## src/hw/rtl/least_loaded_object_placer_assert.svh

```systemverilog
// Assertion macros for the least loaded object placer.
// Included by the top-level RTL file, which carries the concurrent checks; no other dependencies.
`ifndef LEAST_LOADED_OBJECT_PLACER_ASSERT_SVH
`define LEAST_LOADED_OBJECT_PLACER_ASSERT_SVH

// Same-cycle implication, disabled while reset is asserted
`define LLOP_ASSERT_IMP(label, clk, rst_n, ante, cons) \
    label: assert property (@(posedge clk) disable iff (!rst_n) (ante) |-> (cons)) \
        else $error("llop: assertion failed");

// Next-cycle implication, disabled while reset is asserted
`define LLOP_ASSERT_NXT(label, clk, rst_n, ante, cons) \
    label: assert property (@(posedge clk) disable iff (!rst_n) (ante) |=> (cons)) \
        else $error("llop: assertion failed");

`endif

```

## src/hw/rtl/llop_ram.sv

```systemverilog
// Generic simple dual-port RAM: one write port, one read port, registered read.
// Stand-alone; no package dependencies.
`timescale 1ns / 1ps

module llop_ram #(
    parameter int unsigned WIDTH = 8,
    parameter int unsigned DEPTH = 16
) (
    input  logic                     i_clk,
    input  logic                     i_we,
    input  logic [$clog2(DEPTH)-1:0] i_waddr,
    input  logic [WIDTH-1:0]         i_wdata,
    input  logic                     i_re,
    input  logic [$clog2(DEPTH)-1:0] i_raddr,
    output logic [WIDTH-1:0]         o_rdata
);

    logic [WIDTH-1:0] r_mem [DEPTH];
    logic [WIDTH-1:0] r_rdata;

    // Write and registered read
    always_ff @(posedge i_clk) begin
        if (i_we) begin
            r_mem[i_waddr] <= i_wdata;
        end
        if (i_re) begin
            r_rdata <= r_mem[i_raddr];
        end
    end

    assign o_rdata = r_rdata;

endmodule

```

## config.mk

```make
export PLATFORM = sky130hd
export DESIGN_NAME = llop_ram
export DESIGN_NICKNAME = d
export VERILOG_FILES = /design/src/hw/rtl/least_loaded_object_placer_assert.svh /design/src/hw/rtl/llop_ram.sv
export SDC_FILE = /design/constraint.sdc
export NUM_CORES = 1
export LEC_CHECK = 0
export BUFFER_PORTS_ARGS = -buffer_cell sky130_fd_sc_hd__buf_2
export CORE_MARGIN = 2
export CORE_UTILIZATION = 52
export DETAILED_ROUTE_END_ITERATION = 8
export PLACE_DENSITY = 0.75
export SLEW_MARGIN = 15
export SYNTH_ARGS = -nofsm -noshare
export SYNTH_HDL_FRONTEND = slang
export SYNTH_SLANG_ARGS = --single-unit
export TNS_END_PERCENT = 30
```

## constraint.sdc

```tcl
create_clock -name i_clk -period 2 [get_ports i_clk]
set_input_delay 0.3 -clock i_clk [delete_from_list [all_inputs] [get_ports i_clk]]
set_output_delay 0.3 -clock i_clk [all_outputs]
set_load 0.02 [all_outputs]
```

### Word level (Yosys, flattened, before mapping)

Memories as Yosys holds them, arrays and structs flattened. A register that Yosys moved wholly into a read port is not among the register bits.
Index checks and enable logic that the tools add are counted.
W data, S select, Z words.

* bits in latches: 0
* bits of input ports: 19
* bits in read-only memories: 0
* memories: 1
* bits in registers: 0
* bits in writable memories: 128

Memories
* r_mem: words 16, bits a word 8, read ports 1, clocked after memory_dff 1, wr ports 1, line llop_ram.sv:18 `logic [WIDTH-1:0] r_mem [DEPTH];`

* shift operators: 0
* reduce and logical (&&, ||, !) cells: 0
* add/sub/neg operators: 0
* magnitude comparators: 0
* equal/unequal tests: 0
* multiplexer cells: 2
* multiply operators: 0
* div/mod/pow operators: 0
* bitwise logic cells: 0

Operator list (count)
* $mux W1: 2

### Depth between registers and ports, before layout

Gate-level depths: netlist of the first run.

* depth in word-level cells: 2
* mapped depth: 5
* depth with buffers taken out: 3

### Least setup slack after synthesis of the first run

OpenSTA, ideal clock, no wires.

* kind: input port to flip-flop
* start point: in i_waddr[2]
* end point: mem r_mem[0][0], enable pin
* path slack: 207 ps
* data arrival time: 1410 ps
* setup time: 383 ps
* stages on the path: 2
* buffers on the path: 0
* cells stage by stage: or3b_2 > nor3_1

RTL lines
* start, declared: line llop_ram.sv:11 `input logic [$clog2(DEPTH)-1:0] i_waddr,`
* end, declared: line llop_ram.sv:18

Straight into the memory's write port.

==> summary.txt, run 1 <==
Logic synthesis
  • Synth Area in Compound Gates: under 10%
  • Simple-Gate Fraction of Synth Area: ~3.1%
  • Distinct cell type count after synthesis: 18
  • Post-synthesis xor/xnor area fraction: 0%
  • #FFs+latches synth: 136
  • Post-synthesis adder-cell area fraction: 0%
  • Synth warn: 0
  • Avg Cell Area, Syn: 22.8 um2
  • Post-synthesis mux area share: 14.8%
  • Post-synthesis sequential area ratio: 78.1%
  • Cells after Synth: 229
  • Synthesized Nets: 248
  • Post-Syn Area: 5230 um2
  • Largest family of logic cells by synthesized area: multiplexers

Setup path
  • Data required, critical path: 2260 ps
  • Worst Path Class, Setup: flip-flop to flip-flop
  • Buffers & Inverters on Critical Path: 0
  • Startpoint types: flip-flop
  • Crit. End Element: flip-flop
  • Critical path's top delay family: multiplexers
  • Crit path max fanout: 1
  • Slowest-stage cell, CP: mux4_1
  • WP data arrival: 1750 ps
  • CP peak stage delay: 520 ps
  • Critical-path cell list: mux4_1, a22oi_1, nand2_1

STA
  • RSZ-0062 raised after global routing: false
  • Final slew viol count: 0
  • Slew headroom: 71.2%
  • Fin. Hold Viols: 0
  • Finish-stage setup viols: 0
  • Highest clock rate: 670 MHz
  • Minimum clock period after layout: 1490 ps
  • Fin Setup TNS: 0 ps
  • Clk_skew: 7.30 ps
  • Worst-Margin Slew: 430 ps
  • Post-route clock period utilization: 74.6%

Power
  • Logic gate share of total power: 4.8%
  • Pwr/cell area: around 1000 nW/um2
  • Switching fraction of total power: ~20%
  • Sequential power share: 49.8%
  • NetSw: 1.27 mW
  • Cell Int Power: 5.22 mW
  • Pleak: about 2.1 nW
  • Clock power frac: 45.4%
  • Worst VDD drop: 0.616 mV

Placed design
  • Post-DP HPWL: just over 6000 um
  • Post-Place Cells: 401
  • Routability cong.: 0.736
  • I/O Buffers: 26
  • Placed cell areas: 5660 um2

Clock network
  • Clock Pin Slew Worst Setup and Hold Paths: roughly 60 ps
  • Hold Buf Count CTS: 0
  • CTS tree: built
  • Clock sinks: 136
  • H-tree depth: 4
  • Setup Buffers After CTS: 0
  • Cts bufs inserted: 17
  • Worst-case clock buffer depth: 2
  • Latest clock arrival within the worst-skew pair: 500 ps
  • Clk root buf: clkbuf_8
  • CTS resizes: 0

Cells and area
  • Share of cells above drive strength 1: approximately 32%
  • N_diodes: 0
  • Final instance area: 6230 um2
  • FILL cells: 647
  • P&R area growth vs syn: 19.2%
  • Final cell count without fillers: ~430
  • Final #Nets: between 300 and 400

GRT
  • GRT overflow: 0
  • First-pass GRT wire length: 14,700 um
  • Number of antenna violations at the first check in global routing: 0
  • Gr usage total: 19.0%
  • Vias in the first global route: 2,499
  • Pin count of the biggest net entering global routing: 17

Floorplanning
  • Chip width: 104 um
  • Die ar.: 10,900 um2
  • Top Ports: 27
  • Num rows: 36
  • Die height: 104 um
  • Initial Util: 53.5%
  • Area of the core: 9770 um2

Routing
  • Vias per inst: 5.72
  • Final ANT Viol Nets: 0
  • DRT iter0 DRCs: 222
  • First-pass DRT Iterations: 4
  • Drt drc: 0
  • Via count: 2,469
  • Per-cell routed wire length: 21.5 um
  • Drt total wl: between 9000 and 10,000 um

Min path
  • Min-delay worst type: input port to flip-flop

Status
  • Outcome: finished, final reports clean

Job
  • Max Cap Violations: 0
[logic make-up (layout without fill, tap and decap cells)]
logic type | Yosys count | in the layout
buf+inv | 10 | 80
mux | 32 | 32
simple gates | 35 | 35
compound gates | 16 | 16
flops | 136 | 136
[placed cells by master, fill, tap and decap left out, types with 3 or more instances in the layout]
cell | Yosys | routed
edfxtp_1 | 136 | 136
nor2_1 | 13 | 13
buf_2 | 3 | 26
nor3_1 | 4 | 4
bufinv_16 | 0 | 3
mux4_1 | 14 | 14
buf_4 | 1 | 19
clkbuf_16 | 0 | 16
mux4_2 | 18 | 18
buf_12 | 0 | 4
clkinv_2 | 0 | 4
nand2_1 | 9 | 9
clkinv_4 | 0 | 3
a22oi_1 | 16 | 16
[stage by stage]
step	hold slack (ps)	util (%)	total power, mW	setup slack [ps]
6_report	146	63.8	6.49	508
5_1_grt	131	63.8	6.71	420
4_1_cts	133	63.8	6.55	505
3_5_place_dp	664	57.9	3.60	178
3_3_place_gp	663	57.9	3.59	183
2_1_floorplan	399	-	3.46	207
[synthesized netlist by cell type]
cell type	count	share of area [%]
buf_4	1	0.14
nor2_1	13	0.93
or3b_2	1	0.17
and2_1	1	0.12
nor2b_1	1	0.12
mux4_1	14	7.0
mux4_2	18	7.8
and2b_1	1	0.14
nand2_1	9	0.65
nor3_1	4	0.38
edfxtp_1	136	78
a22oi_1	16	2.3
clkdlybuf4s25_2	3	0.57
nand3b_1	2	0.29
nand2b_1	2	0.24
buf_6	3	0.65
buf_2	3	0.29
nand3_1	1	0.096
[layer usage]
layer / wire, um / GRT usage (%) / vias up
met2: 4780 / 30.4 / 84
met5: 0 / 0 / -
met4: 84 / 7.43 / 0
met3: 428 / 4.76 / 6
met1: 4010 / 25.4 / 1284
li1: - / - / 1095
[sequential cells by signal, summed over array words and instances (netlist names)]
register and cells:
r_mem 128, o_rdata 8
[power groups by stage]
stage	sequential, mW	combinational, mW	clock (mW)
floorplan	3.30	0.162	0
global placement	3.28	0.309	0
detailed placement	3.29	0.317	0
CTS	3.23	0.319	3.00
global route	3.23	0.342	3.14
finish	3.23	0.314	2.95
[final cells by class]
| type | count | area, um2 | share of cell area, % |
|---|---|---|---|
| clock buffer | 17 | 414 | 6.64 |
| clock inverter | 14 | 159 | 2.55 |
| multi-input combinational | 83 | 1060 | 17.0 |
| sequential | 136 | 4080 | 65.5 |
| tap | 133 | 166 | 2.67 |
| timing repair buffer | 49 | 353 | 5.66 |
[path summary, 6_finish.rpt]
kind | startpoint | to | slack, ps | cells past startpoint
max | r_mem[1][2] | o_rdata[2] | 510 | 3
min | i_re | o_rdata[1] | 150 | 1
max reg2reg | r_mem[1][2] | o_rdata[2] | 510 | 3
min reg2reg | r_mem[14][2] | o_rdata[2] | 750 | 3
(Power assumes the default switching activity.)
==> run 2, diff against run 1 <==
--- a/config.mk
+++ b/config.mk
@@ -5,11 +5,12 @@
 export SDC_FILE = /design/constraint.sdc
 export NUM_CORES = 1
 export LEC_CHECK = 0
+export ABC_AREA = 1
 export BUFFER_PORTS_ARGS = -buffer_cell sky130_fd_sc_hd__buf_2
 export CORE_MARGIN = 2
 export CORE_UTILIZATION = 52
 export DETAILED_ROUTE_END_ITERATION = 8
-export PLACE_DENSITY = 0.75
+export PLACE_DENSITY = 0.78
 export SLEW_MARGIN = 15
 export SYNTH_ARGS = -nofsm -noshare
 export SYNTH_HDL_FRONTEND = slang
==> constraint.sdc (replaced) <==
create_clock -name i_clk -period 1.3 [get_ports i_clk]
set_input_delay 0.195 -clock i_clk [delete_from_list [all_inputs] [get_ports i_clk]]
set_output_delay 0.195 -clock i_clk [all_outputs]
set_load 0.02 [all_outputs]
==> summary.txt, run 2 <==
Status
  • Outcome: complete, but fails checks (was finished, final reports clean)
  • Failing checks: negative setup slack

GRT
  • GRT overflow: 0 (unchanged)
  • Number of antenna violations at the first check in global routing: 0 (unchanged)
  • Vias in the first global route: 4,023 (was 2,499)
  • Pin count of the biggest net entering global routing: 65 (was 17)
  • Gr usage total: 24.0% (was 19.0%)
  • First-pass GRT wire length: 20,600 um (was 14,700 um)

Placed design
  • Placement Setup Slack: -104 ps (was 178 ps)
  • Post-DP HPWL: 8090 um (was 6200 um)
  • I/O Buffers: 26 (unchanged)
  • Routability cong.: 0.947 (was 0.736)
  • Placed cell areas: 6240 um2 (was 5660 um2)
  • Post-Place Cells: 718 (was 401)

Clock network
  • H-tree depth: 4 (unchanged)
  • Clock Pin Slew Worst Setup and Hold Paths: 60 ps (about the same)
  • Latest clock arrival within the worst-skew pair: 520 ps (was 500 ps)
  • Worst-case clock buffer depth: 2 (unchanged)
  • Cts bufs inserted: 17 (unchanged)
  • Setup Buffers After CTS: 0 (unchanged)
  • Hold Buf Count CTS: 0 (unchanged)
  • Clock sinks: 136 (unchanged)
  • Clk root buf: clkbuf_8 (unchanged)
  • CTS tree: built (unchanged)

Cells and area
  • Most frequent cells in the layout: 173 x nand2_1, 136 x edfxtp_1, 100 x inv_1 (was 136 x edfxtp_1, 26 x buf_2, 19 x buf_4)
  • Fin util: 62.8% (was 63.8%)
  • P&R area growth vs syn: 17.0% (was 19.2%)
  • Max reg flops: 128 (unchanged)
  • Final cell count without fillers: 748 (was 432)
  • Final #Nets: 616 (was 306)
  • N_diodes: 0 (unchanged)
  • Reg with most FFs: r_mem (unchanged)
  • Most common cell after layout, fill and taps aside: nand2_1 (was edfxtp_1)
  • Share of cells above drive strength 1: 13.5% (was 32.4%)
  • Final instance area: 6840 um2 (was 6230 um2)

Logic synthesis
  • #FFs+latches synth: 136 (unchanged)
  • Yosys top cell area share: 69.8% (was 78.1%)
  • Post-Syn Area: 5850 um2 (was 5230 um2)
  • Synth area leader: edfxtp_1 (unchanged)
  • Distinct cell type count after synthesis: 11 (was 18)
  • Top cells by area, synth: edfxtp_1 70%, nand2_1 11%, nand3_1 8.3% (was edfxtp_1 78%, mux4_2 7.8%, mux4_1 7.0%)
  • Synthesized Nets: 570 (was 248)
  • Cells after Synth: 551 (was 229)
  • Most common cell in the netlist: nand2_1 (was edfxtp_1)
  • Post-synth ARST share: 0% (unchanged)
  • Number of synthesized flops with an enable pin: 136 (unchanged)
  • Avg Cell Area, Syn: 10.6 um2 (was 22.8 um2)
  • Most used DFF post-synth: edfxtp_1 (unchanged)
  • Post-synthesis sequential area ratio: 69.8% (was 78.1%)
  • Synth warn: 0 (unchanged)
  • Post-synth top cells: 173 x nand2_1, 136 x edfxtp_1, 100 x inv_1, 97 x nand3_1, 17 x nor2_1 (was 136 x edfxtp_1, 18 x mux4_2, 16 x a22oi_1, 14 x mux4_1, 13 x nor2_1)

STA
  • Post-route clock period utilization: 101%
  • Worst-Margin Slew: 383 ps (was 430 ps)
  • Final WS setup: -10.5 ps (was 508 ps)
  • Finish-stage setup viols: 2 (was 0)
  • Hold Slack: 40.0 ps (was 146 ps)
  • Final slew viol count: 0 (unchanged)
  • Fin. Hold Viols: 0 (unchanged)
  • RSZ-0062 raised after global routing: true (was false)
  • Clk_skew: 7.71 ps (was 7.30 ps)
  • Minimum clock period after layout: 1310 ps
  • Fin Setup TNS: -19.2 ps (was 0 ps)
  • Highest clock rate: 763 MHz
  • Slew headroom: 74.4% (was 71.2%)

Power
  • Pwr/cell area: 1530 nW/um2 (was 1040 nW/um2)
  • Clock power frac: 46.3% (was 45.4%)
  • Switching fraction of total power: 21.4% (was 19.5%)
  • Overall power: 10.5 mW (was 6.49 mW)
  • Worst VDD drop: 1.32 mV (was 0.616 mV)
  • Logic gate share of total power: 6.3% (was 4.8%)
  • NetSw: 2.24 mW (was 1.27 mW)
  • Sequential power share: 47.5% (was 49.8%)
  • Cell Int Power: 8.23 mW (was 5.22 mW)
  • Pleak: 2.97 nW (was 2.13 nW)

Min path
  • Hold depth: 1 (unchanged)
  • Hold Crit Start: i_re (unchanged)
  • Min-delay worst type: input port to flip-flop (unchanged)
  • Hold EP: o_rdata[3] (was o_rdata[1])

Setup path
  • WP data arrival: 1120 ps (was 1750 ps)
  • Worst Path Class, Setup: flip-flop to primary output (was flip-flop to flip-flop)
  • Reg2Reg Depth: 6 (was 3)
  • Crit. End Element: primary output (was flip-flop)
  • Critical path's top delay family: flip-flops (was multiplexers)
  • Startpoint types: flip-flop (unchanged)
  • Worst reg2reg endpoint: o_rdata[7] (was o_rdata[2])
  • FF-to-FF Start: r_mem[1][7] (was r_mem[1][2])
  • Crit path max fanout: 1 (unchanged)
  • Buffers & Inverters on Critical Path: 1 (was 0)
  • CP peak stage delay: 440 ps (was 520 ps)
  • Critical-path cell list: buf_6 (was mux4_1, a22oi_1, nand2_1)
  • Slowest-stage cell, CP: edfxtp_1 (was mux4_1)
  • FF-to-FF setup slack: 80 ps (was 510 ps)
  • Data required, critical path: 1110 ps (was 2260 ps)

Floorplanning
  • Top Ports: 27 (unchanged)
  • Initial Util: 53.7% (was 53.5%)
  • Chip width: 110 um (was 104 um)
  • Die ar.: 12,100 um2 (was 10,900 um2)
  • Die height: 110 um (was 104 um)
  • Area of the core: 10,900 um2 (was 9770 um2)
  • Num rows: 38 (was 36)

Routing
  • Final ANT Viol Nets: 0 (unchanged)
  • First-pass DRT Iterations: 5 (was 4)
  • DRT iter0 DRCs: 294 (was 222)
  • M1 wire length: 5150 um (was 4010 um)
  • Per-cell routed wire length: 17.8 um (was 21.5 um)
  • Via count: 4,050 (was 2,469)
  • Met3 Wirelength: 1080 um (was 428 um)
  • Top Layer Used: met4 (unchanged)
  • Drt total wl: 13,300 um (was 9300 um)
  • Vias per inst: 5.41 (was 5.72)
  • Metal2 WL: 6810 um (was 4780 um)
  • Drt drc: 0 (unchanged)

Job
  • Max Cap Violations: 0 (unchanged)
[run 2: changes by cell type after synthesis, moves of 4 or more]
cell / before / now
nand2_1: 9 / 173
inv_1: 0 / 100
nand3_1: 1 / 97
mux4_2: 18 / 0
a22oi_1: 16 / 0
mux4_1: 14 / 0
buf_2: 3 / 13
nor2_1: 13 / 17
nor3_1: 4 / 0
[run 2: worst max path at each step]
stage / start / endpoint / slack [ps] / cells after the start
after global routing: o_rdata[7] / o_rdata[7] / -50 / 1
after floorplan: i_waddr[2] / r_mem[10][0] / 150 / 2
after detailed placement: i_raddr[0] / o_rdata[7] / -100 / 7
after global placement: i_raddr[0] / o_rdata[0] / -60 / 7
after CTS: o_rdata[7] / o_rdata[7] / -10 / 1
final: o_rdata[7] / o_rdata[7] / -10 / 1
[run 2: area by class of cell]
class                   count  area [um2]
clock buffers              17         414
clock inverters            13         180
fillers                   822        4050
inverters                 102         383
multi-input cells         289        1210
flip-flops and latches    136        4080
well taps                 140         175
repair buffers             51         393
[run 2: metal layers]
layer  global-route usage (%)  vias up
li1                         -     1873
met1                     30.2     1937
met2                     40.7      214
met3                     6.35       26
met4                     7.59        0
met5                        0        -
[run 2: cell families after synthesis]
| family | count (synthesis) | share of synthesized area (%) |
|---|---|---|
| buffers and inverters | 126 | 9.39 |
| flip-flops | 136 | 69.8 |
| AND/OR/NAND/NOR | 289 | 20.8 |
[run 2: repair_timing]
action | in CTS | in global routing
cloned | 0 | 0
setup endpoints to repair | 2 | 4
gates resized for setup | 4 | 0
[run 2: power groups by stage]
stage	clock network, mW	registers (mW)	logic [mW]
after floorplan	0	5.08	0.346
after global placement	0	5.06	0.614
after detailed placement	0	5.06	0.638
after CTS	4.88	4.97	0.653
after global routing	5.10	4.98	0.717
final	4.84	4.97	0.654
