`src/hw/rtl/least_loaded_object_placer_assert.svh`:
```
// Assertion macros for the least loaded object placer.
// Included by the top-level RTL file, which carries the concurrent checks; no other dependencies.
`ifndef LEAST_LOADED_OBJECT_PLACER_ASSERT_SVH
`define LEAST_LOADED_OBJECT_PLACER_ASSERT_SVH

// Same-cycle implication, disabled while reset is asserted
`define LLOP_ASSERT_IMP(label, clk, rst_n, ante, cons) \
    label: assert property (@(posedge clk) disable iff (!rst_n) (ante) |-> (cons)) \
        else $error("llop: assertion failed");

// Next-cycle implication, disabled while reset is asserted
`define LLOP_ASSERT_NXT(label, clk, rst_n, ante, cons) \
    label: assert property (@(posedge clk) disable iff (!rst_n) (ante) |=> (cons)) \
        else $error("llop: assertion failed");

`endif

```
`src/hw/rtl/llop_pkg.sv`:
```
// Shared types and constants for the least loaded object placer.
// Used by the load table and the top level; llop_ram does not use it. Depends on nothing.
`timescale 1ns / 1ps

package llop_pkg;

    // Default sizing, handed down from the top level
    localparam int unsigned NUM_TARGETS_DEF = 2;
    localparam int unsigned DIR_DEPTH_DEF   = 64;

    // Fixed field widths
    localparam int unsigned TAG_W  = 32;
    localparam int unsigned KEY_W  = 64;
    localparam int unsigned SIZE_W = 40;
    localparam int unsigned HASH_W = 64;
    localparam int unsigned LOAD_W = 48;

    localparam logic [LOAD_W-1:0] LOAD_MAX = '1;

    typedef enum logic {
        OP_READ  = 1'b0,
        OP_WRITE = 1'b1
    } t_op;

    typedef struct packed {
        t_op               op;
        logic [TAG_W-1:0]  request_tag;
        logic [KEY_W-1:0]  object_key;
        logic [SIZE_W-1:0] size_bytes;
        logic [HASH_W-1:0] content_hash;
    } t_in_item;

    typedef struct packed {
        logic [TAG_W-1:0]  tag_out;
        logic              was_write;
        logic              target_index;
        logic [HASH_W-1:0] hash_out;
        logic              key_found;
        logic              directory_full;
    } t_out_item;

    // One directory entry as held in the RAM
    typedef struct packed {
        logic [KEY_W-1:0]  key;
        logic              target;
        logic [HASH_W-1:0] hash;
    } t_dir_entry;

    // Sequencer to load table
    typedef struct packed {
        logic              start;
        logic              commit;
        logic [SIZE_W-1:0] size;
    } t_load_ctl;

    // Load table to sequencer
    typedef struct packed {
        logic busy;
        logic best_lsb;
    } t_load_sts;

endpackage

```
`src/hw/rtl/llop_load_tbl.sv`:
```
// Per-target byte counters with an iterative least-loaded search and saturating update.
// Depends on llop_pkg.
`timescale 1ns / 1ps

module llop_load_tbl #(
    parameter int unsigned NUM_TARGETS = llop_pkg::NUM_TARGETS_DEF
) (
    input  logic                  i_clk,
    input  logic                  i_rst_n,
    input  llop_pkg::t_load_ctl   i_ctl,
    output llop_pkg::t_load_sts   o_sts
);

    localparam int unsigned IdxW = (NUM_TARGETS > 1) ? $clog2(NUM_TARGETS) : 1;
    localparam logic [IdxW-1:0] LastIdx = IdxW'(NUM_TARGETS - 1);
    localparam int unsigned LoadW = llop_pkg::LOAD_W;

    logic [LoadW-1:0] r_load [NUM_TARGETS];
    logic [IdxW-1:0]  r_idx;
    logic [IdxW-1:0]  r_best;
    logic [LoadW-1:0] r_best_load;
    logic             r_busy;

    logic [LoadW-1:0] w_cur;
    logic [LoadW:0]   w_sum;
    logic [LoadW-1:0] w_new;

    // One counter read per cycle through the scan index
    assign w_cur = r_load[r_idx];

    // Saturating add of the write size onto the chosen counter
    assign w_sum = {1'b0, r_best_load} + (LoadW + 1)'(i_ctl.size);
    assign w_new = w_sum[LoadW] ? llop_pkg::LOAD_MAX : w_sum[LoadW-1:0];

    // Walk the counters one a cycle, keep the strict minimum, lowest index on ties
    always_ff @(posedge i_clk) begin
        if (!i_rst_n) begin
            r_busy <= 1'b0;
            r_idx  <= '0;
            r_best <= '0;
            for (int i = 0; i < NUM_TARGETS; i++) begin
                r_load[i] <= '0;
            end
        end else begin
            if (i_ctl.start) begin
                r_busy <= 1'b1;
                r_idx  <= '0;
            end else if (r_busy) begin
                if ((r_idx == '0) || (w_cur < r_best_load)) begin
                    r_best      <= r_idx;
                    r_best_load <= w_cur;
                end
                if (r_idx == LastIdx) begin
                    r_busy <= 1'b0;
                end else begin
                    r_idx <= r_idx + 1'b1;
                end
            end
            if (i_ctl.commit) begin
                r_load[r_best] <= w_new;
            end
        end
    end

    assign o_sts.busy     = r_busy;
    assign o_sts.best_lsb = r_best[0];

endmodule

```
`config.mk`:
```
export PLATFORM = sky130hd
export DESIGN_NAME = llop_load_tbl
export DESIGN_NICKNAME = d
export VERILOG_FILES = /design/src/hw/rtl/least_loaded_object_placer_assert.svh /design/src/hw/rtl/llop_pkg.sv /design/src/hw/rtl/llop_load_tbl.sv
export SDC_FILE = /design/constraint.sdc
export NUM_CORES = 1
export LEC_CHECK = 0
export ABC_AREA = 1
export BUFFER_PORTS_ARGS = -buffer_cell sky130_fd_sc_hd__buf_2
export CORE_MARGIN = 3
export CORE_UTILIZATION = 45
export CTS_BUF_LIST = sky130_fd_sc_hd__clkbuf_4 sky130_fd_sc_hd__clkbuf_8
export CTS_CLUSTER_SIZE = 12
export DETAILED_ROUTE_END_ITERATION = 8
export GPL_ROUTABILITY_DRIVEN = 0
export REMOVE_ABC_BUFFERS = 1
export SLEW_MARGIN = 20
export SYNTH_ARGS = -nofsm -noshare
export SYNTH_HDL_FRONTEND = slang
export SYNTH_SLANG_ARGS = --single-unit
```
`constraint.sdc`:
```
create_clock -name i_clk -period 5.6 [get_ports i_clk]
set_input_delay 1.68 -clock i_clk [delete_from_list [all_inputs] [get_ports i_clk]]
set_output_delay 1.68 -clock i_clk [all_outputs]
set_load 0.01 [all_outputs]
```
* Word-level counts from Yosys, hierarchy flattened *
Memory sizes are Yosys's and may differ from the RTL's. A register that Yosys moved wholly into a read port is not among the register bits.
Index checks and enable logic that the tools add are counted.

storage, ports and cells
  flip-flop bits (word level) = 51
  bits in writable memories = 96
  memories kept = 1
  logic and storage cells = 30

memories
  memory  words  width  read ports  clocked after Yosys merged registers in  wr ports  RTL line             RTL
  r_load  2      48     1           1                                        2         llop_load_tbl.sv:18  logic [LoadW-1:0] r_load [NUM_TARGETS];

operators by class
  reduce and logical (&&, ||, !) cells = 5
  add/sub/neg operators = 2
  bitwise logic cells = 3
  mux-type cells = 14
  magnitude comparators = 1

operator list
  operator                             count
  2-to-1 mux 48 bit                    2
  adder 48 x 40 -> 49 bit              1
  < comparator 48 bit                  1
  OR reduction 48 bit                  1
  2-to-1 mux 1 bit                     12
  AND reduction 4 bit                  1
  inverter 1 bit                       3
  AND reduction 3 bit                  1
  OR reduction 2 bit                   1
  adder 1 bit (second input constant)  1
  logical OR 1 bit                     1

* Depth between registers and ports, before layout *
Gate-level depths: netlist (run 1).

  word-level depth = 5
  mapped depth = 17
  mapped depth without buffers = 15

* Worst setup path before layout (run 1) *
Ideal clock, no wire load.

  path kind = input-to-reg
  from = input port i_ctl[41] (netlist bit)
  to = register r_best_load[0], enable pin
  arrival = 4.543 ns
  setup time = 0.469 ns
  stages = 7
  path slack = 0.588 ns
  cell sequence = inv_1 -> nand2_1 -> a211oi_1 -> nand3_1 -> nor2_1 -> nand2_1 -> a21oi_1

on the way
  longest elaborated chain between the ends = 2

ends and longest elaborated chain
  what                           RTL line             RTL
  from (decl)                    llop_load_tbl.sv:10  input llop_pkg::t_load_ctl i_ctl,
  inverter 1 bit (no line)       n/a
  AND reduction 4 bit (no line)  n/a
  to (signal assigned)           llop_load_tbl.sv:51  r_best_load <= w_cur;
  to (decl)                      llop_load_tbl.sv:21  logic [LoadW-1:0] r_best_load;

Every way passes these cells.
A chain may end at the register's enable or synchronous reset.

==> results of run 1 <==
-- registers in the layout (all words and copies together), names as in the netlist, named ones only --
signal       cells
r_best_load     48
r_idx            1
r_best           1
r_busy           1
r_load          96
-- power by group --
group / leakage (nW) / switching (mW) / internal (mW)
combinational: 4.89 / 0.464 / 0.229
clock: 0.204 / 0.491 / 0.372
sequential: 1.49 / 0.0247 / 1.30
total: 6.58 / 0.979 / 1.90
-- synth_stat cells (3+ instances only) --
master      n
o21ai_1     5
nand2_1   606
o21bai_1    5
xor2_1     23
xnor2_1     5
dfxtp_1     4
clkinv_1    3
o21ai_0    12
clkbuf_1   13
nand3b_1    3
nand2_2     3
nor2_1    147
nor2_4     11
nor2_2      5
and2_1      5
nor3_1     14
a21oi_1    49
buf_1       5
nand3_1    70
ha_1       87
buf_4       4
nand2_4     3
edfxtp_1  144
inv_1     300
nand4_1    17
-- layer usage --
metal / vias up / routed length [um] / part of all wire
met5: - / 0 / 0
li1: 4938 / - / -
met3: 47 / 1410 / 0.048
met2: 224 / 12980 / 0.44
met1: 4212 / 14060 / 0.48
met4: 0 / 836 / 0.029
-- metrics by stage --
| stage | TNS, ns | total power, mW | hold slack, ns | util | instances |
|---|---|---|---|---|---|
| floorplan | -6.994 | 1.838 | 0.4912 | - | 1537 |
| global placement | 0 | 2.032 | 0.4928 | 0.4906 | 1911 |
| detailed placement | 0 | 2.041 | 0.5092 | 0.4906 | 1911 |
| CTS | 0 | 2.902 | 0.5261 | 0.5069 | 1943 |
| global route | 0 | 3.046 | 0.5450 | 0.5069 | 1943 |
| finish | 0 | 2.880 | 0.5220 | 0.5069 | 1943 |
-- layout make-up --
cell class | count | area [sq um]
sequential | 148 | 4405
clock inverter | 15 | 155.1
inverter | 305 | 1150
tap | 319 | 399.1
clock buffer | 17 | 234.0
fill | 2417 | 11780
timing repair buffer | 55 | 300.3
multi-input combinational | 1084 | 5466
-- worst max path at each step --
stage | end | cells past startpoint
6_report | r_load[0][25] | 14
5_1_grt | r_load[1][21] | 14
4_1_cts | r_load[0][25] | 14
3_5_place_dp | r_load[0][25] | 14
3_3_place_gp | r_load[1][31] | 14
2_1_floorplan | r_best_load[0] | 13
-- critical path, delay by kind of cell --
| kind | cells | cell delay [ns] |
|---|---|---|
| compound gates | 1 | 0.05 |
| fa+ha+maj | 2 | 0.72 |
| simple gates | 9 | 1.31 |
| buf+inv | 2 | 0.36 |
-- cells by family (layout without fill, tap and decap cells) --
group / Yosys count / after routing / share of synthesized area
AND/OR/NAND/NOR: 891 / 891 / 0.3296
buffers and inverters: 330 / 392 / 0.1158
XOR/XNOR: 28 / 28 / 0.02200
adder cells (fa/ha/maj): 88 / 88 / 0.09947
AO/OA/AOI/OAI: 77 / 77 / 0.03795
flip-flops: 148 / 148 / 0.3952
==> results by group, run 1 <==
Status
  – Outcome: completed

Global route
  – Antenna violations before repair: 0
  – Total global routing overflow: 0
  – M2 GR Usage: 0.3681
  – Top Usage Layer GRT: met2
  – First-pass GRT wire length: 47.36 mm
  – Global Route Usage Sum: 0.2289
  – Pin count of the biggest net entering global routing: 49
  – M1 GR Usage: 0.3123
  – Vias in the first global route: 9221
  – Met3 Use GR: 0.03753

CTS
  – Clock root buffer: clkbuf_8
  – CTS max path bufs: 2
  – Post_cts resized: 0
  – CTS Hold Bufs: 0
  – CTS tree: yes
  – Clock transition at path regs: 0.10 ns
  – Post-CTS Setup Inserts: 0
  – Clock Sink Count: 148
  – Skew-Pair Late Insertion Delay: 0.49 ns
  – TritonCTS Buffers: 17
  – CTS H-tree lvls: 4

STA
  – Final worst slack: 1.638 ns
  – Worst relative slew slack: 0.4692
  – Max frequency: 252.4 MHz
  – Final period utilization: 0.7074
  – Worst Skew: 0.02154 ns
  – Final hold vios: 0
  – RSZ-0062 raised after global routing: false
  – # setup viols final: 0
  – Pins Over Slew Limit: 0
  – Minimum clock period: 3.962 ns
  – Least-Margin Pin Slew: 0.7934 ns

Yosys
  – Part of the Yosys area used for sequential elements: 0.3952
  – Post-synth EDFFs: 144
  – Yosys warns: 0
  – Post-Synthesis Cells: 1562
  – Yosys top cell area share: 0.3880
  – Distinct cells, synth: 40
  – Syn Area/Cell: 7.135 sq um
  – Mapped Area: 11140 sq um
  – Top area cells in the synthesized netlist: edfxtp_1 (39%), nand2_1 (20%), inv_1 (10%)
  – Synthesized flop and latch total: 148
  – Main synth FF type: edfxtp_1
  – Post-synth top area cell: edfxtp_1
  – Asr flop ratio synth: 0

Setup path
  – Worst EP required: 5.81 ns
  – Critical Path Start: i_ctl[0]
  – Worst-path cell chain: buf_2 > ha_1 > fa_1 > nand2_2 > nand3_2 > and2_4 > nand2_4 > nand2_4 > nand2_4 > a21oi_4 > nor2_4 > inv_6 > nor2_1 > nor2_1
  – Setup crit start kind: input port
  – FF-to-FF End: r_best_load[18]
  – Worst R2R Setup Slack: 1.87 ns
  – Reg2reg path depth: 14
  – Worst Setup End Kind: flip-flop
  – CP max-delay cell: nor2_4
  – Most used cell, CP: nand2_4
  – Crit Path Class: input port to flip-flop
  – Max incr delay on CP: 0.48 ns
  – Crit-path max FO: 28
  – Critical Path AT: 4.17 ns

Worst hold path
  – Worst min path class: flip-flop to flip-flop
  – Hold Crit Depth: 2
  – Hold path endpoint: r_busy
  – Hold Startpoint: r_busy

Route
  – Routed Wire Length: 29.28 mm
  – 1st-iter DRT viols: 717
  – # DRC: 0
  – Routed length per instance: 15.07 um
  – Post-route ant nets: 0
  – Pre-Repair DR Iteration Count: 6
  – Routed via count: 9421
  – Via density: 4.849

Floorplan
  – Chip height: 163.4 um
  – # IOs: 46
  – Core area: 23890 sq um
  – Starting Density: 0.4664
  – Row count: 56
  – Die area: 26690 sq um
  – Die Span X: 163.4 um

Final layout
  – Share of cells above drive strength 1: 0.07451
  – Diodes inserted: 0
  – Most common cell after layout, fill and taps aside: nand2_1
  – Most frequent cells in the layout: nand2_1 (604), inv_1 (300), nor2_1 (147), edfxtp_1 (144), ha_1 (87)
  – Area grow syn2layout: 8.668%
  – Final nets: 1743
  – Final instance area: 12110 sq um

Run
  – Max-cap violation count: 0

Place
  – Placement Setup Slack: 1.166 ns
  – Post-DP HPWL: 22.98 mm
  – Buffers added on ports: 45
  – DP Area: 11720 sq um

Pwr
  – Max VDD drop: 0.0001326 V
  – Leakage: 6.578 nW
  – Pwr/cell area: 237.8 nW/um^2
(Power assumes the default switching activity.)
==> run 2: changes to the inputs <==
Settings changed: ABC_AREA 1 to 0.
Clock period 5.6 ns to 4 ns, I/O delays scaled along.
==> run 2 against run 1 <==
  * Critical path depth unchanged
  * First-iteration DRC count decreased by 31%
  * Critical path type is now flip-flop to flip-flop
  * Clock skew decreased by 0.011 ns
  * Power increased by 47%
  * Clock-buffer cell count increased by 3
  * Routed wire length decreased by 16%
  * Clock power increased by 37%
  * Sequential power increased by 44%
==> results by group, run 2 <==
Setup path
  – Setup crit start kind: flip-flop
  – Worst EP required: 4.12 ns (-1.69 ns)
  – Reg2reg path depth: 14 (unchanged)
  – Crit Path Class: flip-flop to flip-flop
  – Critical Path AT: 3.91 ns (-0.26 ns)
  – Worst R2R Setup Slack: 0.22 ns (-1.65 ns)
  – Crit-path max FO: 48 (+71%)
  – Worst Setup End Kind: flip-flop
  – FF-to-FF End: r_best_load[9]

Place
  – Buffers added on ports: 45 (unchanged)
  – Post-DP HPWL: 18.15 mm (-21%)
  – DP Area: 10480 sq um (-11%)

Final layout
  – Fill cell count: 1967 (-19%)
  – Area grow syn2layout: 12.15%
  – Share of cells above drive strength 1: 0.2002 (+0.1257)
  – Fin util: 0.5152 (+0.008329)
  – Max reg flops: 96 (unchanged)
  – Reg with most FFs: r_load
  – Diodes inserted: 0 (unchanged)
  – Most frequent cells in the layout: edfxtp_1 (144), nor2_1 (126), ha_1 (87), a21oi_1 (82), inv_1 (60)
  – Final instance area: 10860 sq um (-10%)
  – Final nets: 1148 (-34%)
  – Top flop regs: r_load: 96 flops, r_best_load: 48 flops
  – Most common cell after layout, fill and taps aside: edfxtp_1

Global route
  – Antenna violations before repair: 0 (unchanged)
  – Pin count of the biggest net entering global routing: 49 (unchanged)
  – Vias in the first global route: 7204 (-22%)
  – First-pass GRT wire length: 39.31 mm (-17%)
  – Global Route Usage Sum: 0.2129 (-0.01601)
  – Total global routing overflow: 0 (unchanged)

Pwr
  – Max VDD drop: 0.0001973 V (+49%)
  – Logic pwr share: 0.273 (+0.033)
  – Leakage: 4.437 nW (-33%)
  – Clock share of power: 0.277 (-0.022)
  – Pwr/cell area: 391.0 nW/um^2 (+64%)
  – P_sw: 1.344 mW (+37%)
  – Register share of total power: 0.450 (-0.010)
  – P_int: 2.905 mW (+53%)
  – Sw Share: 0.3163 (-0.02359)

Yosys
  – Asr flop ratio synth: 0 (unchanged)
  – Yosys top cell area share: 0.4464 (+0.05839)
  – Synthesized flop and latch total: 148 (unchanged)
  – Post-synth top area cell: edfxtp_1
  – Mapped Area: 9687 sq um (-13%)
  – List of most frequent post-synthesis cells: edfxtp_1 (144), nor2_1 (126), ha_1 (87)
  – Yosys warns: 0 (unchanged)
  – Top area cells in the synthesized netlist: edfxtp_1 (45%), ha_1 (11%), mux2_2 (5.7%)
  – Post-Synthesis Cells: 944 (-40%)
  – Post-synth EDFFs: 144 (unchanged)
  – Main synth FF type: edfxtp_1
  – Syn Area/Cell: 10.26 sq um (+44%)
  – Most numerous cell in the Yosys netlist: edfxtp_1
  – Distinct cells, synth: 70 (+75%)
  – Part of the Yosys area used for sequential elements: 0.4547 (+0.05947)

STA
  – RSZ-0062 raised after global routing: false
  – Worst relative slew slack: 0.4229 (-0.04629)
  – Worst Skew: 0.01068 ns (-0.01086 ns)
  – Fin Setup TNS: 0 ns (unchanged)
  – Max frequency: 264.3 MHz
  – Least-Margin Pin Slew: 0.8590 ns (+0.06563 ns)
  – Pins Over Slew Limit: 0 (unchanged)
  – Minimum clock period: 3.783 ns
  – Final period utilization: 0.9458
  – Final hold vios: 0 (unchanged)
  – # setup viols final: 0 (unchanged)
  – Final Hold Slack: 0.5643 ns (+0.04229 ns)

Worst hold path
  – Hold Crit Depth: 2 (unchanged)
  – Hold Startpoint: r_busy
  – Worst min path class: flip-flop to flip-flop
  – Hold path endpoint: r_idx

CTS
  – Clock transition at path regs: 0.09 ns (about the same)
  – CTS max path bufs: 2 (unchanged)
  – Clock Sink Count: 148 (unchanged)
  – Skew-Pair Late Insertion Delay: 0.45 ns (-0.04 ns)
  – Clock root buffer: clkbuf_8
  – Post-CTS Setup Inserts: 0 (unchanged)
  – CTS tree: yes
  – Post_cts resized: 0 (unchanged)
  – CTS H-tree lvls: 4 (unchanged)
  – CTS Hold Bufs: 0 (unchanged)
  – TritonCTS Buffers: 17 (unchanged)

Floorplan
  – # IOs: 46 (unchanged)
  – Starting Density: 0.4594 (-0.007076)
  – Die Span X: 152.7 um (-6.5%)
  – Row count: 53 (-5.4%)
  – Die area: 23320 sq um (-13%)
  – Chip height: 152.7 um (-6.5%)
  – Core area: 21090 sq um (-12%)

Route
  – Post-route ant nets: 0 (unchanged)
  – Pre-Repair DR Iteration Count: 6 (unchanged)
  – # DRC: 0 (unchanged)
  – 1st-iter DRT viols: 498 (-31%)
  – Routed length per instance: 18.91 um (+26%)
  – Via density: 5.669 (+17%)
  – Routed Wire Length: 24.67 mm (-16%)
  – Routed via count: 7393 (-22%)

Run
  – Max-cap violation count: 0 (unchanged)

Status
  – Outcome: completed
run 2: cells by family (layout without fill, tap and decap cells):
| logic type | Yosys count | after routing | synth area share |
|---|---|---|---|
| simple gates | 294 | 294 | 0.1416 |
| compound gates | 233 | 233 | 0.1578 |
| flops | 148 | 148 | 0.4547 |
| buf+inv | 99 | 184 | 0.04443 |
| fa+ha+maj | 88 | 88 | 0.1144 |
| mux | 51 | 51 | 0.05903 |
| xor+xnor | 31 | 31 | 0.02803 |
run 2: how the worst max path moves through the flow:
stage / startpoint / end / slack [ns]
4_1_cts: flip-flop / r_best_load[10] / 0.15
5_1_grt: flip-flop / r_best_load[9] / 0.02
3_3_place_gp: i_ctl[0] / r_load[1][5] / 0.12
6_report: flip-flop / r_best_load[9] / 0.22
2_1_floorplan: flip-flop / r_best_load[0] / -0.77
3_5_place_dp: i_ctl[0] / r_load[1][5] / -0.02
run 2: critical path, cell delays in order, from the launching register on:
cell and delay (ns):
dfxtp_2 0.40, buf_12 0.17, mux2_2 0.37, ha_1 0.30, a21o_1 0.19, a21o_1 0.17, a211oi_1 0.23, o21a_1 0.16
o211ai_1 0.17, a2111oi_1 0.43, buf_4 0.21, o31ai_1 0.08, buf_4 0.16, nand2_2 0.07, buf_12 0.29
run 2: power groups by stage:
stage / sequential [mW] / clock, mW / combinational [mW]
after floorplan: 1.94 / 0 / 0.782
after global placement: 1.94 / 0 / 1.15
after detailed placement: 1.95 / 0 / 1.15
after CTS: 1.91 / 1.20 / 1.16
after global routing: 1.93 / 1.26 / 1.30
final: 1.91 / 1.18 / 1.16
run 2: per-stage QoR:
step	worst slack [ns]	cells	power, mW
floorplan	-0.7688	905	2.719
global placement	0.1161	1272	3.091
detailed placement	-0.01983	1272	3.100
CTS	0.1474	1304	4.273
global route	0.01678	1304	4.488
finish	0.2167	1304	4.248
run 2: layout make-up:
type,instances,area [sq um],share of cell area
multi-input cells,697,4873,0.4486
flip-flops and latches,148,4405,0.4055
repair buffers,92,628.1,0.05781
well taps,275,344.1,0.03167
clock buffers,20,256.5,0.02361
inverters,60,225.2,0.02073
clock inverters,12,131.4,0.01209
run 2: routing by layer:
layer	GRT usage	routed length, um	vias up
met5	0	0	-
li1	-	-	3626
met1	0.3107	11840	3561
met3	0.03408	1181	18
met2	0.3383	11410	188
met4	0.04328	234	0
==> run 3: changes to the inputs <==
Settings changed: CORE_ASPECT_RATIO set to 0.8, RECOVER_POWER set to 25.
==> run 3 against run 2 <==
  * The flow now finishes with violations (capacitance limit, slew limit)
  * Sequential power about the same
  * Power grew 0.43%
  * Critical path depth is 1 lower
  * Non-clock buffer count decreased by 6
  * Cell area decreased by 0.17%
  * Global-route usage up 1.1 points
  * Utilization increased by 0.29 points
  * Clock-buffer cell count decreased by 3
  * Worst hold slack got worse by 0.0069 ns
  * Final cell count down 0.92%
==> results by group, run 3 (synthesis gave the netlist of run 2 again) <==
Pwr
  – Leakage: 4.446 nW (+0.18%)
  – Max VDD drop: 0.0001957 V (-0.82%)
  – Final Power: 4.266 mW (+0.43%)
  – Pwr/cell area: 393.4 nW/um^2 (+0.60%)

Route
  – Post-route ant nets: 0 (unchanged)
  – Routed via count: 7383 (-0.14%)
  – Pre-Repair DR Iteration Count: 7 (+1)
  – 1st-iter DRT viols: 772 (+55%)
  – Via density: 5.714 (+0.79%)
  – Routed length per instance: 19.59 um (+3.6%)
  – # DRC: 0 (unchanged)
  – Routed Wire Length: 25.31 mm (+2.6%)

CTS
  – CTS tree: yes
  – TritonCTS Buffers: 17 (unchanged)
  – CTS H-tree lvls: 4 (unchanged)
  – Post_cts resized: 0 (unchanged)
  – CTS Hold Bufs: 0 (unchanged)
  – Skew-Pair Late Insertion Delay: 0.46 ns (about the same)
  – Clock transition at path regs: 0.10 ns (about the same)
  – Clock Sink Count: 148 (unchanged)
  – CTS max path bufs: 2 (unchanged)
  – Clock root buffer: clkbuf_8
  – Post-CTS Setup Inserts: 0 (unchanged)

STA
  – Final hold vios: 0 (unchanged)
  – Fin Setup TNS: 0 ns (unchanged)
  – Least-Margin Pin Slew: 1.501 ns (+0.6419 ns)
  – Worst relative slew slack: -0.0006058 (-0.4235)
  – Minimum clock period: 3.662 ns (-0.1209 ns)
  – # setup viols final: 0 (unchanged)
  – Final period utilization: 0.9156 (-0.03023)
  – Pins Over Slew Limit: 23 (+23)
  – Max frequency: 273.1 MHz (+3.3%)
  – Worst Skew: 0.01926 ns (+0.008575 ns)
  – RSZ-0062 raised after global routing: false
  – Final worst slack: 0.3377 ns (+0.1209 ns)
  – Final Hold Slack: 0.5574 ns (-0.006946 ns)

Final layout
  – Final nets: 1142 (-0.52%)
  – Share of cells above drive strength 1: 0.1554 (-0.04477)
  – Most frequent cells in the layout: edfxtp_1 (144), nor2_1 (126), ha_1 (87), a21oi_1 (82), inv_1 (60)
  – Most common cell after layout, fill and taps aside: edfxtp_1
  – Area grow syn2layout: 11.96%
  – Reg with most FFs: r_load
  – Max reg flops: 96 (unchanged)
  – Diodes inserted: 0 (unchanged)
  – Layout Cells excl Fill: 1292 (-0.92%)
  – Final instance area: 10850 sq um (-0.17%)
  – Fin util: 0.5180 (+0.002860)
  – Top flop regs: r_load: 96 flops, r_best_load: 48 flops

Global route
  – Pin count of the biggest net entering global routing: 46 (-6.1%)
  – Antenna violations before repair: 0 (unchanged)
  – Global Route Usage Sum: 0.2244 (+0.01146)
  – Total global routing overflow: 0 (unchanged)
  – First-pass GRT wire length: 39.66 mm (+0.90%)
  – Vias in the first global route: 7163 (-0.57%)

Floorplan
  – Chip height: 137.2 um (-10%)
  – Die Span X: 170.0 um (+11%)
  – Row count: 47 (-11%)
  – Starting Density: 0.4627 (+0.003349)
  – Core area: 20940 sq um (-0.72%)
  – # IOs: 46 (unchanged)
  – Die area: 23330 sq um (about the same)

Setup path
  – Critical Path AT: 3.88 ns (-0.03 ns)
  – Crit-path max FO: 13 (-73%)
  – Crit Path Class: flip-flop to flip-flop
  – Top delay family on crit path: compound AO/OA/AOI/OAI gates
  – Worst-path cell chain: clkbuf_1 > mux2_1 > ha_1 > o21ai_0 > a211oi_1 > o21ai_0 > buf_4 > o211ai_1 > a2111oi_0 > buf_4 > o31ai_1 > nand2_2 > buf_12
  – CP max-delay cell: dfxtp_2
  – Worst EP required: 4.22 ns (+0.10 ns)
  – Setup crit start kind: flip-flop
  – Max incr delay on CP: 0.50 ns (+0.07 ns)
  – Worst Setup End Kind: flip-flop
  – Worst Path Buf+Inv: 4 (unchanged)

Run
  – Max-cap violation count: 1 (+1)

Place
  – DP Area: 10470 sq um (about the same)
  – Post-Place Cells: 1260 (-0.94%)
  – Post-DP HPWL: 19.10 mm (+5.2%)
  – Buffers added on ports: 45 (unchanged)
  – Placement Setup Slack: -0.001516 ns (+0.01831 ns)

Status
  – Violated checks: capacitance limit, slew limit
  – Outcome: finished, violations left

Worst hold path
  – Worst min path class: flip-flop to flip-flop
run 3: metal layers:
metal	part of all wire	track usage	routed length, um
met4	0.011	0.05405	286
met1	0.51	0.3382	12870
met5	0	0	0
met2	0.42	0.3298	10550
met3	0.063	0.04934	1598
run 3: power breakdown:
part / internal [mW] / leakage (nW) / switching, mW
clock network: 0.519 / 0.189 / 0.671
logic: 0.448 / 2.77 / 0.717
registers: 1.86 / 1.49 / 0.0501
run 3: worst reg2reg max path: stages, from the launching register on:
cell and delay, ns:
dfxtp_2 0.50, clkbuf_1 0.24, mux2_1 0.38, ha_1 0.28, o21ai_0 0.09, a211oi_1 0.33
o21ai_0 0.15, buf_4 0.17, o211ai_1 0.15, a2111oi_0 0.16, buf_4 0.19, o31ai_1 0.32
nand2_2 0.25, buf_12 0.23
run 3: final cells by class:
type / instances / area, sq um
fillers: 1941 / 10090
multi-input cells: 697 / 4870
flip-flops and latches: 148 / 4405
repair buffers: 86 / 611.8
well taps: 269 / 336.6
clock buffers: 17 / 234.0
inverters: 60 / 225.2
clock inverters: 15 / 162.7
run 3: worst paths after layout:
kind / startpoint / endpoint / slack [ns] / cells after the start
worst min register to register: r_idx / r_idx / 0.56 / 2
worst max-delay path: flip-flop / r_best_load[19] / 0.34 / 13
worst max register to register: flip-flop / r_best_load[19] / 0.34 / 13
worst min-delay path: r_idx / r_idx / 0.56 / 2
